==> config.mk <==
export PLATFORM = sky130hd
export DESIGN_NAME = flash_pattern_status_classifier_core
export DESIGN_NICKNAME = d
export VERILOG_FILES = /design/src/design/fpsc_pkg.sv /design/src/design/flash_pattern_status_classifier_core.sv
export SDC_FILE = /design/constraint.sdc
export NUM_CORES = 1
export LEC_CHECK = 0
export BUFFER_PORTS_ARGS = -buffer_cell sky130_fd_sc_hd__buf_2
export CAP_MARGIN = 40
export CORE_MARGIN = 5
export CORE_UTILIZATION = 40
export CTS_CLUSTER_DIAMETER = 200
export DETAILED_ROUTE_END_ITERATION = 12
export HOLD_SLACK_MARGIN = 0.03
export SYNTH_ARGS = -nofsm -noshare
export SYNTH_HDL_FRONTEND = slang
export SYNTH_SLANG_ARGS = --single-unit
==> constraint.sdc <==
create_clock -name aclk -period 12.31 [get_ports aclk]
set_clock_uncertainty 0.05 [all_clocks]
set_input_delay 0.6155 -clock aclk [delete_from_list [all_inputs] [get_ports aclk]]
set_output_delay 0.6155 -clock aclk [all_outputs]
set_load 0.01 [all_outputs]
==> src/design/fpsc_pkg.sv <==
// Shared types and constants for the flash pattern status classifier.
`timescale 1ns / 1ps
`default_nettype none

package fpsc_pkg;

    typedef logic [2:0]  gate_state_t;
    typedef logic [31:0] ms_time_t;
    typedef logic [15:0] cfg_word_t;
    typedef logic [2:0]  cfg_index_t;
    typedef logic [9:0]  fault_centre_t;

    // gate state codes
    localparam gate_state_t ST_UNKNOWN = 3'd0;
    localparam gate_state_t ST_OPEN    = 3'd1;
    localparam gate_state_t ST_OPENING = 3'd2;
    localparam gate_state_t ST_CLOSED  = 3'd3;
    localparam gate_state_t ST_CLOSING = 3'd4;
    localparam gate_state_t ST_FAULT   = 3'd5;

    // configuration register indexes
    localparam cfg_index_t REG_DEBOUNCE      = 3'd0;
    localparam cfg_index_t REG_STEADY        = 3'd1;
    localparam cfg_index_t REG_SLOW_MIN      = 3'd2;
    localparam cfg_index_t REG_SLOW_MAX      = 3'd3;
    localparam cfg_index_t REG_FAST_MIN      = 3'd4;
    localparam cfg_index_t REG_FAST_MAX      = 3'd5;
    localparam cfg_index_t REG_FAULT_TOL     = 3'd6;
    localparam cfg_index_t REG_ACTIVE_HIGH   = 3'd7;

    // register reset values
    localparam cfg_word_t RST_DEBOUNCE  = 16'd50;
    localparam cfg_word_t RST_STEADY    = 16'd3000;
    localparam cfg_word_t RST_SLOW_MIN  = 16'd800;
    localparam cfg_word_t RST_SLOW_MAX  = 16'd1200;
    localparam cfg_word_t RST_FAST_MIN  = 16'd200;
    localparam cfg_word_t RST_FAST_MAX  = 16'd400;
    localparam cfg_word_t RST_FAULT_TOL = 16'd30;

    // fault flash periods: 1000 ms divided by 1..5
    localparam int FAULT_BANDS = 5;
    localparam int FAULT_BASE_MS = 1000;
    localparam fault_centre_t FAULT_CENTRE_MS [FAULT_BANDS] = '{
        fault_centre_t'(FAULT_BASE_MS / 1),
        fault_centre_t'(FAULT_BASE_MS / 2),
        fault_centre_t'(FAULT_BASE_MS / 3),
        fault_centre_t'(FAULT_BASE_MS / 4),
        fault_centre_t'(FAULT_BASE_MS / 5)
    };

endpackage

`default_nettype wire

==> src/design/flash_pattern_status_classifier_core.sv <==
// Top level of the flash pattern status classifier: debounce, edge period and state decision.
//
//  channel | direction | handshake          | payload
//  --------+-----------+--------------------+-------------------------------------
//  s_      | in        | s_valid / s_ready  | s_raw_sample (1), s_now_ms (32)
//  m_      | out       | m_valid / m_ready  | m_gate_state (3), m_state_changed (1)
//  cfg_    | in        | cfg_wr_en only     | cfg_index (3), cfg_wdata (16)
//
// One beat per cycle while m_ready is high; beats go through the input and result registers.
// Stage 1 is the input register; stage 2 runs the debounce, period and band
// compares in one pass and loads the result register plus the tracking state.
// aresetn (synchronous, active low) loads register defaults, clears valid and tracking state.
// When m_ready is low a full result register holds; one more beat waits in the
// input register and s_ready drops only when both are full.
`timescale 1ns / 1ps
`default_nettype none

module flash_pattern_status_classifier_core (
    input  wire                      aclk,
    input  wire                      aresetn,

    input  wire                      s_valid,
    output logic                     s_ready,
    input  wire                      s_raw_sample,
    input  wire  [31:0]              s_now_ms,

    output logic                     m_valid,
    input  wire                      m_ready,
    output fpsc_pkg::gate_state_t    m_gate_state,
    output logic                     m_state_changed,

    input  wire                      cfg_wr_en,
    input  wire  [2:0]               cfg_index,
    input  wire  [15:0]              cfg_wdata
);

    // ------------------------------------------------------------------
    // configuration registers
    // ------------------------------------------------------------------
    fpsc_pkg::cfg_word_t debounce_reg;
    fpsc_pkg::cfg_word_t steady_reg;
    fpsc_pkg::cfg_word_t slow_min_reg;
    fpsc_pkg::cfg_word_t slow_max_reg;
    fpsc_pkg::cfg_word_t fast_min_reg;
    fpsc_pkg::cfg_word_t fast_max_reg;
    fpsc_pkg::cfg_word_t fault_tol_reg;
    logic                active_high_reg;

    always_ff @(posedge aclk) begin
        if (!aresetn) begin
            debounce_reg    <= fpsc_pkg::RST_DEBOUNCE;
            steady_reg      <= fpsc_pkg::RST_STEADY;
            slow_min_reg    <= fpsc_pkg::RST_SLOW_MIN;
            slow_max_reg    <= fpsc_pkg::RST_SLOW_MAX;
            fast_min_reg    <= fpsc_pkg::RST_FAST_MIN;
            fast_max_reg    <= fpsc_pkg::RST_FAST_MAX;
            fault_tol_reg   <= fpsc_pkg::RST_FAULT_TOL;
            active_high_reg <= 1'b1;
        end else if (cfg_wr_en) begin
            unique case (cfg_index)
                fpsc_pkg::REG_DEBOUNCE:    debounce_reg    <= cfg_wdata;
                fpsc_pkg::REG_STEADY:      steady_reg      <= cfg_wdata;
                fpsc_pkg::REG_SLOW_MIN:    slow_min_reg    <= cfg_wdata;
                fpsc_pkg::REG_SLOW_MAX:    slow_max_reg    <= cfg_wdata;
                fpsc_pkg::REG_FAST_MIN:    fast_min_reg    <= cfg_wdata;
                fpsc_pkg::REG_FAST_MAX:    fast_max_reg    <= cfg_wdata;
                fpsc_pkg::REG_FAULT_TOL:   fault_tol_reg   <= cfg_wdata;
                fpsc_pkg::REG_ACTIVE_HIGH: active_high_reg <= cfg_wdata[0];
            endcase
        end
    end

    // ------------------------------------------------------------------
    // stage 1: input register
    // ------------------------------------------------------------------
    logic                 in_valid_reg;
    logic                 in_raw_reg;
    fpsc_pkg::ms_time_t   in_now_reg;
    logic                 advance;   // stage 2 consumes the input register

    assign advance = in_valid_reg && (!m_valid || m_ready);
    assign s_ready = !in_valid_reg || advance;

    always_ff @(posedge aclk) begin
        if (!aresetn) begin
            in_valid_reg <= 1'b0;
        end else if (s_ready) begin
            in_valid_reg <= s_valid;
        end
    end

    always_ff @(posedge aclk) begin
        if (s_valid && s_ready) begin
            in_raw_reg <= s_raw_sample;
            in_now_reg <= s_now_ms;
        end
    end

    // ------------------------------------------------------------------
    // tracking state
    // ------------------------------------------------------------------
    fpsc_pkg::gate_state_t held_state_reg, held_state_next;
    logic                  raw_seen_reg, raw_seen_next;
    fpsc_pkg::ms_time_t    raw_change_reg, raw_change_next;
    logic                  clean_level_reg, clean_level_next;
    logic                  edge_seen_reg, edge_seen_next;
    fpsc_pkg::ms_time_t    edge_time_reg, edge_time_next;
    logic                  period_valid_reg, period_valid_next;
    fpsc_pkg::ms_time_t    edge_period_reg, edge_period_next;
    fpsc_pkg::ms_time_t    steady_start_reg, steady_start_next;

    // ------------------------------------------------------------------
    // stage 2: debounce and edge capture
    // ------------------------------------------------------------------
    fpsc_pkg::ms_time_t since_raw;
    fpsc_pkg::ms_time_t since_steady;
    logic               raw_moved;
    logic               edge_take;

    assign since_raw = in_now_reg - raw_change_reg;
    assign raw_moved = in_raw_reg != raw_seen_reg;
    // a raw level that held long enough and differs from the clean level is an edge
    assign edge_take = !raw_moved && (since_raw >= {16'd0, debounce_reg})
                       && (clean_level_reg != raw_seen_reg);

    always_comb begin
        raw_seen_next     = raw_seen_reg;
        raw_change_next   = raw_change_reg;
        clean_level_next  = clean_level_reg;
        edge_seen_next    = edge_seen_reg;
        edge_time_next    = edge_time_reg;
        period_valid_next = period_valid_reg;
        edge_period_next  = edge_period_reg;
        steady_start_next = steady_start_reg;
        if (raw_moved) begin
            raw_seen_next   = in_raw_reg;
            raw_change_next = in_now_reg;
        end else if (edge_take) begin
            // first edge only arms the period timer
            if (edge_seen_reg) begin
                edge_period_next  = in_now_reg - edge_time_reg;
                period_valid_next = 1'b1;
            end
            edge_time_next    = in_now_reg;
            edge_seen_next    = 1'b1;
            clean_level_next  = raw_seen_reg;
            steady_start_next = in_now_reg;
        end
    end

    // ------------------------------------------------------------------
    // stage 2: classification against the updated state
    // ------------------------------------------------------------------
    logic                      lit;
    logic                      slow_hit;
    logic                      fast_hit;
    logic [fpsc_pkg::FAULT_BANDS-1:0] fault_hit;
    fpsc_pkg::fault_centre_t   fault_lo [fpsc_pkg::FAULT_BANDS];
    logic [16:0]               fault_hi [fpsc_pkg::FAULT_BANDS];

    assign since_steady = in_now_reg - steady_start_next;
    assign lit          = active_high_reg ? clean_level_next : !clean_level_next;
    assign slow_hit = (edge_period_next >= {16'd0, slow_min_reg})
                      && (edge_period_next <= {16'd0, slow_max_reg});
    assign fast_hit = (edge_period_next >= {16'd0, fast_min_reg})
                      && (edge_period_next <= {16'd0, fast_max_reg});

    always_comb begin
        for (int n = 0; n < fpsc_pkg::FAULT_BANDS; n++) begin
            // lower bound clamps at zero when the tolerance reaches the fault centre
            if ({6'd0, fpsc_pkg::FAULT_CENTRE_MS[n]} > fault_tol_reg) begin
                fault_lo[n] = fpsc_pkg::FAULT_CENTRE_MS[n] - fault_tol_reg[9:0];
            end else begin
                fault_lo[n] = '0;
            end
            fault_hi[n] = {7'd0, fpsc_pkg::FAULT_CENTRE_MS[n]} + {1'b0, fault_tol_reg};
            fault_hit[n] = (edge_period_next >= {22'd0, fault_lo[n]})
                           && (edge_period_next <= {15'd0, fault_hi[n]});
        end
    end

    always_comb begin
        priority if (since_steady >= {16'd0, steady_reg}) begin
            held_state_next = lit ? fpsc_pkg::ST_OPEN : fpsc_pkg::ST_CLOSED;
        end else if (period_valid_next && slow_hit) begin
            held_state_next = fpsc_pkg::ST_OPENING;
        end else if (period_valid_next && fast_hit) begin
            held_state_next = fpsc_pkg::ST_CLOSING;
        end else if (period_valid_next && (|fault_hit)) begin
            held_state_next = fpsc_pkg::ST_FAULT;
        end else begin
            held_state_next = held_state_reg;
        end
    end

    always_ff @(posedge aclk) begin
        if (!aresetn) begin
            held_state_reg   <= fpsc_pkg::ST_UNKNOWN;
            raw_seen_reg     <= 1'b0;
            raw_change_reg   <= '0;
            clean_level_reg  <= 1'b0;
            edge_seen_reg    <= 1'b0;
            edge_time_reg    <= '0;
            period_valid_reg <= 1'b0;
            edge_period_reg  <= '0;
            steady_start_reg <= '0;
        end else if (advance) begin
            held_state_reg   <= held_state_next;
            raw_seen_reg     <= raw_seen_next;
            raw_change_reg   <= raw_change_next;
            clean_level_reg  <= clean_level_next;
            edge_seen_reg    <= edge_seen_next;
            edge_time_reg    <= edge_time_next;
            period_valid_reg <= period_valid_next;
            edge_period_reg  <= edge_period_next;
            steady_start_reg <= steady_start_next;
        end
    end

    // ------------------------------------------------------------------
    // result register
    // ------------------------------------------------------------------
    always_ff @(posedge aclk) begin
        if (!aresetn) begin
            m_valid <= 1'b0;
        end else if (advance) begin
            m_valid <= 1'b1;
        end else if (m_ready) begin
            m_valid <= 1'b0;
        end
    end

    always_ff @(posedge aclk) begin
        if (advance) begin
            m_gate_state    <= held_state_next;
            m_state_changed <= held_state_next != held_state_reg;
        end
    end

    // ------------------------------------------------------------------
    // assertions
    // ------------------------------------------------------------------
    // a waiting result always matches the state that the next beat compares against
    assert property (@(posedge aclk) disable iff (!aresetn)
        m_valid |-> (m_gate_state == held_state_reg))
        else $error("result state out of step with held state");

    // changed flag reflects a real move of the held state
    assert property (@(posedge aclk) disable iff (!aresetn)
        advance |=> (m_state_changed == (held_state_reg != $past(held_state_reg))))
        else $error("state_changed flag disagrees with held state update");

    // a period exists only after an edge was seen
    assert property (@(posedge aclk) disable iff (!aresetn)
        period_valid_reg |-> edge_seen_reg)
        else $error("period valid without a prior edge");

    // a beat parked in the input register is not dropped
    assert property (@(posedge aclk) disable iff (!aresetn)
        (in_valid_reg && !advance) |=> (in_valid_reg && $stable(in_now_reg)))
        else $error("input register lost a waiting beat");

endmodule

`default_nettype wire

==> metrics.sh <==
CRITPATHCAPTURETYPE='register'
GRT_FIRST_PASS_WIRELENGTH_UM=117000
DRTPASS1ITERATIONS=5
SYNTH_COMPOUND_AREA_SHARE_PCT=21.5
HOLD_PATH_STARTPOINT='s_now_ms[4]'
ANTENNA_CELLS_INSERTED=0
SLEW-LIMIT-HEADROOM_PCT=38.8
FINAL_CELL_COUNT_NO_FILL=3827
POWER_DENSITY_nW_PER_UM2=103
CLK_TRANSITION_REPORTED_PATHS_PS=60
TRITONCTS='built'
SUM_OF_NEGATIVE_SETUP_SLACK_PS=0
CTS.SINKS=287
MIN_PERIOD_PS=9970
CLOCK_TREE_ROOT='sky130_fd_sc_hd__clkbuf_16'
RSZ0062_AT_GRT='false'
NETS=3401
SYNTH_AREA_LEADER_CELL='sky130_fd_sc_hd__dfxtp_1'
CRITICAL-PATH-SLOWEST-CELL='sky130_fd_sc_hd__edfxtp_1'
FMAX_MHz=100
CLOCK_PATH_BUFFERS=3
YOSYS-TOP-CELLS-AREA='sky130_fd_sc_hd__dfxtp_1 22%, sky130_fd_sc_hd__ha_1 16%, sky130_fd_sc_hd__nand2_1 8.9%'
SYNTH_FA_HA_AREA_SHARE_PCT=17.2
YS_DOMINANT_REG_CELL='sky130_fd_sc_hd__dfxtp_1'
DRIVE_ABOVE_1_SHARE_PCT=6.66
ROWS=88
TIMING.CRITICAL_PATH.FROM='in_now_reg[7]$_DFFE_PP_'
POWER.IR.VDD_WORST_uV=100
SYNTHMUXAREASHARE_PCT=2.68
IO-PIN-COUNT=63
CORE_REGION_AREA_UM2=57600
DP_WORST_SETUP_SLACK_PS=2310
CRIT-REG2REG-LAUNCH='in_now_reg[7]$_DFFE_PP_'
PLACE.GP.CONGESTION=0.939
CLK_LATENCY_WORST_SKEW_PAIR_PS=600
FIN_WORST_HOLD_SLACK_PS=140
ANT_NETS=0
STARTPOINT_KIND_OF_THE_WORST_SETUP_TIMING_PATH='register'
DETAILROUTE.VIA_COUNT=21700
FINAL_CORE_UTILIZATION_PCT=44.3
DRT_DRC_VIOLATIONS_LEFT=0
FINAL.PERIOD_UTILIZATION_PCT=81.0
SYNTH_AREA_PER_INST_UM2=7.67
CTS_HTREE_LEVELS=1
COMBINATIONAL_FAMILY_WITH_THE_MOST_AREA_AFTER_SYNTHESIS='compound AO/OA/AOI/OAI gates'
YS_SEQ_AREA_SHARE_PCT=26.3
HOLD_VIOLATIONS_FINAL=0
START_UTIL_PCT=40.3
GRT_ANTENNA_BEFORE_REPAIR=1
GRT_PASS1_VIAS=21100
FF_LATCH_AREA_UM2=6120
SLEW_VIOLATIONS=0
CRIT_TYPE='reg2reg'
SETUP_VIOL=0
DP.CELLS=3768
TIMING_WORST_SLEW_PIN_VALUE_PS=895
YOSYS_REGISTER_BITS=287
ROUTED_WIRE_LENGTH_PER_INSTANCE_UM=19.6
NETLIST-CELL-TYPE-COUNT=98
YOSYS.AREA_SHARE.SIMPLE_PCT=20.8
CTS_HOLD_REPAIR.BUFFERS=0
SYNTH-EDFF-COUNT=37
ASYNC_FLOP_SHARE_PCT=0
CRITPATHMAXFANOUT=14
CRITICAL-PATH-MAX-STAGE-DELAY_PS=620
CRIT_PATH_FREQUENT_CELL='sky130_fd_sc_hd__a21oi_1'
GRT_MAX_DEGREE=86
AREA_GROWTH_PCT=9.84
POWER.STATIC_LEAKAGE_uW=0.0101
PORTBUFFERS=62
STATUS='finished clean'
NUMBER_OF_WARNINGS_ISSUED_BY_YOSYS=0
GRT_USAGE_PCT=22.9
VIAS_PER_CELL=5.68
MIN_PATH_TYPE='in2reg'
DPL.HPWL_UM=57600
LAYOUT.FILLER_CELLS=5765
POST_CTS_RESIZE_COUNT=0
REQUIRED_ARRIVAL_TIME_AT_THE_WORST_ENDPOINT_PS=12590
WORST-ENDPOINT-ARRIVAL_PS=10240
CAP_VIOLATIONS=0
NETLIST_AREA_UM2=23200
YOSYSTOPAREACELLSHARE_PCT=21.5
ITER_0_DRT_VIOLATIONS=1720
XOR_XNOR_SHARE_OF_THE_SYNTHESIZED_AREA_PCT=6.07
DIE_H_UM=251
CTS_MADE_BUFFERS=31
FINAL.SETUP.WORST_SLACK_PS=2340
TOTALWIRELENGTH_UM=75000
SYN-INSTANCE-COUNT=3027
POST-CTS-SETUP-BUFFERS=0
GLOBALROUTEOVERFLOWTOTAL=0
MULTI_INPUT_COMB_AREA_UM2=15900
DIE-AREA_UM2=63000
FP.DIEW_UM=251
## routing by layer
metal	vias up	track usage, %	part of all wire, %
li1	10600	-	-
met5	-	0	0.016
met1	10300	30.6	45
met4	2	8.20	3.7
met2	641	38.5	46
met3	142	2.28	5.3
## stage by stage
stage,total power [uW],area [um^2]
after CTS,2660,25500
after detailed placement,1650,24400
after global routing,2770,25500
after floorplan,1460,23200
after global placement,1640,24300
final,2640,25500
## path summary, 6_finish.rpt
path	slack (ps)	endpoint	depth (start not counted)
worst max register to register	2340	m_state_changed$_DFFE_PP_	42
worst min register to register	400	edge_period_reg[23]$_SDFFE_PN0P_	2
worst max-delay path	2340	m_state_changed$_DFFE_PP_	42
worst min-delay path	140	in_now_reg[4]$_DFFE_PP_	1
## cell type report
type / count / share of cell area, %
multi-input cells: 2406 / 62.2
repair buffers: 101 / 2.62
clock inverters: 9 / 0.544
well taps: 765 / 3.75
flip-flops and latches: 287 / 24.0
clock buffers: 49 / 3.79
inverters: 210 / 3.11
## critical path: cells and delay by family, from the launching register on
family / cells / cell delay [ps]
and+or+nand+nor: 16 / 3580
AOI/OAI and AO/OA: 17 / 3080
adders and majority gates: 5 / 1670
DFF: 1 / 620
xor gates and xnor gates: 2 / 360
muxes: 1 / 280
buffers and inverters: 1 / 60
## kinds of logic (layout without fill, tap and decap cells)
group	count (synthesis)	after routing
multiplexers	59	59
AND/OR/NAND/NOR	1065	1065
adder cells (fa/ha/maj)	319	319
buffers and inverters	335	369
other	1	2
flip-flops	287	287
XOR/XNOR	161	161
AO/OA/AOI/OAI	800	800
## power breakdown
| part | total (uW) | switching [uW] | internal, uW |
|---|---|---|---|
| Clock | 999 | 397 | 601 |
| Sequential | 1010 | 30.5 | 975 |
| Combinational | 636 | 393 | 244 |
| Total | 2640 | 821 | 1820 |
## placed cells by master (no fill, tap or decap), types with 28 or more instances in the layout
cell / n
sky130_fd_sc_hd__nand2_1: 550
sky130_fd_sc_hd__a21oi_1: 367
sky130_fd_sc_hd__ha_1: 304
sky130_fd_sc_hd__dfxtp_1: 250
sky130_fd_sc_hd__inv_1: 205
sky130_fd_sc_hd__nor2_1: 181
sky130_fd_sc_hd__o21ai_0: 113
sky130_fd_sc_hd__xnor2_1: 105
sky130_fd_sc_hd__a21o_1: 68
sky130_fd_sc_hd__buf_2: 63
sky130_fd_sc_hd__xor2_1: 56
sky130_fd_sc_hd__nor2b_1: 51
sky130_fd_sc_hd__o211ai_1: 46
sky130_fd_sc_hd__nand3_1: 46
sky130_fd_sc_hd__nand4_1: 44
sky130_fd_sc_hd__mux2i_1: 44
sky130_fd_sc_hd__nor3_1: 40
sky130_fd_sc_hd__nand2b_1: 39
sky130_fd_sc_hd__edfxtp_1: 37
sky130_fd_sc_hd__clkbuf_16: 33
sky130_fd_sc_hd__buf_4: 30
sky130_fd_sc_hd__a211oi_1: 28
## cells in the mapped netlist (all sizes together) (14+ instances only)
master / instances
nand2: 551
a21oi: 370
ha: 304
dfxtp: 250
inv: 207
nor2: 183
o21ai: 120
clkbuf: 106
xnor2: 105
a21o: 68
xor2: 56
nor2b: 52
mux2i: 46
nand3: 46
o211ai: 46
nand4: 45
nor3: 43
nand2b: 39
edfxtp: 37
a211oi: 29
o21a: 27
buf: 19
and3: 18
nor4: 15
o21bai: 15
and2: 14
or3: 14
Power figures use the tool's default switching activity.
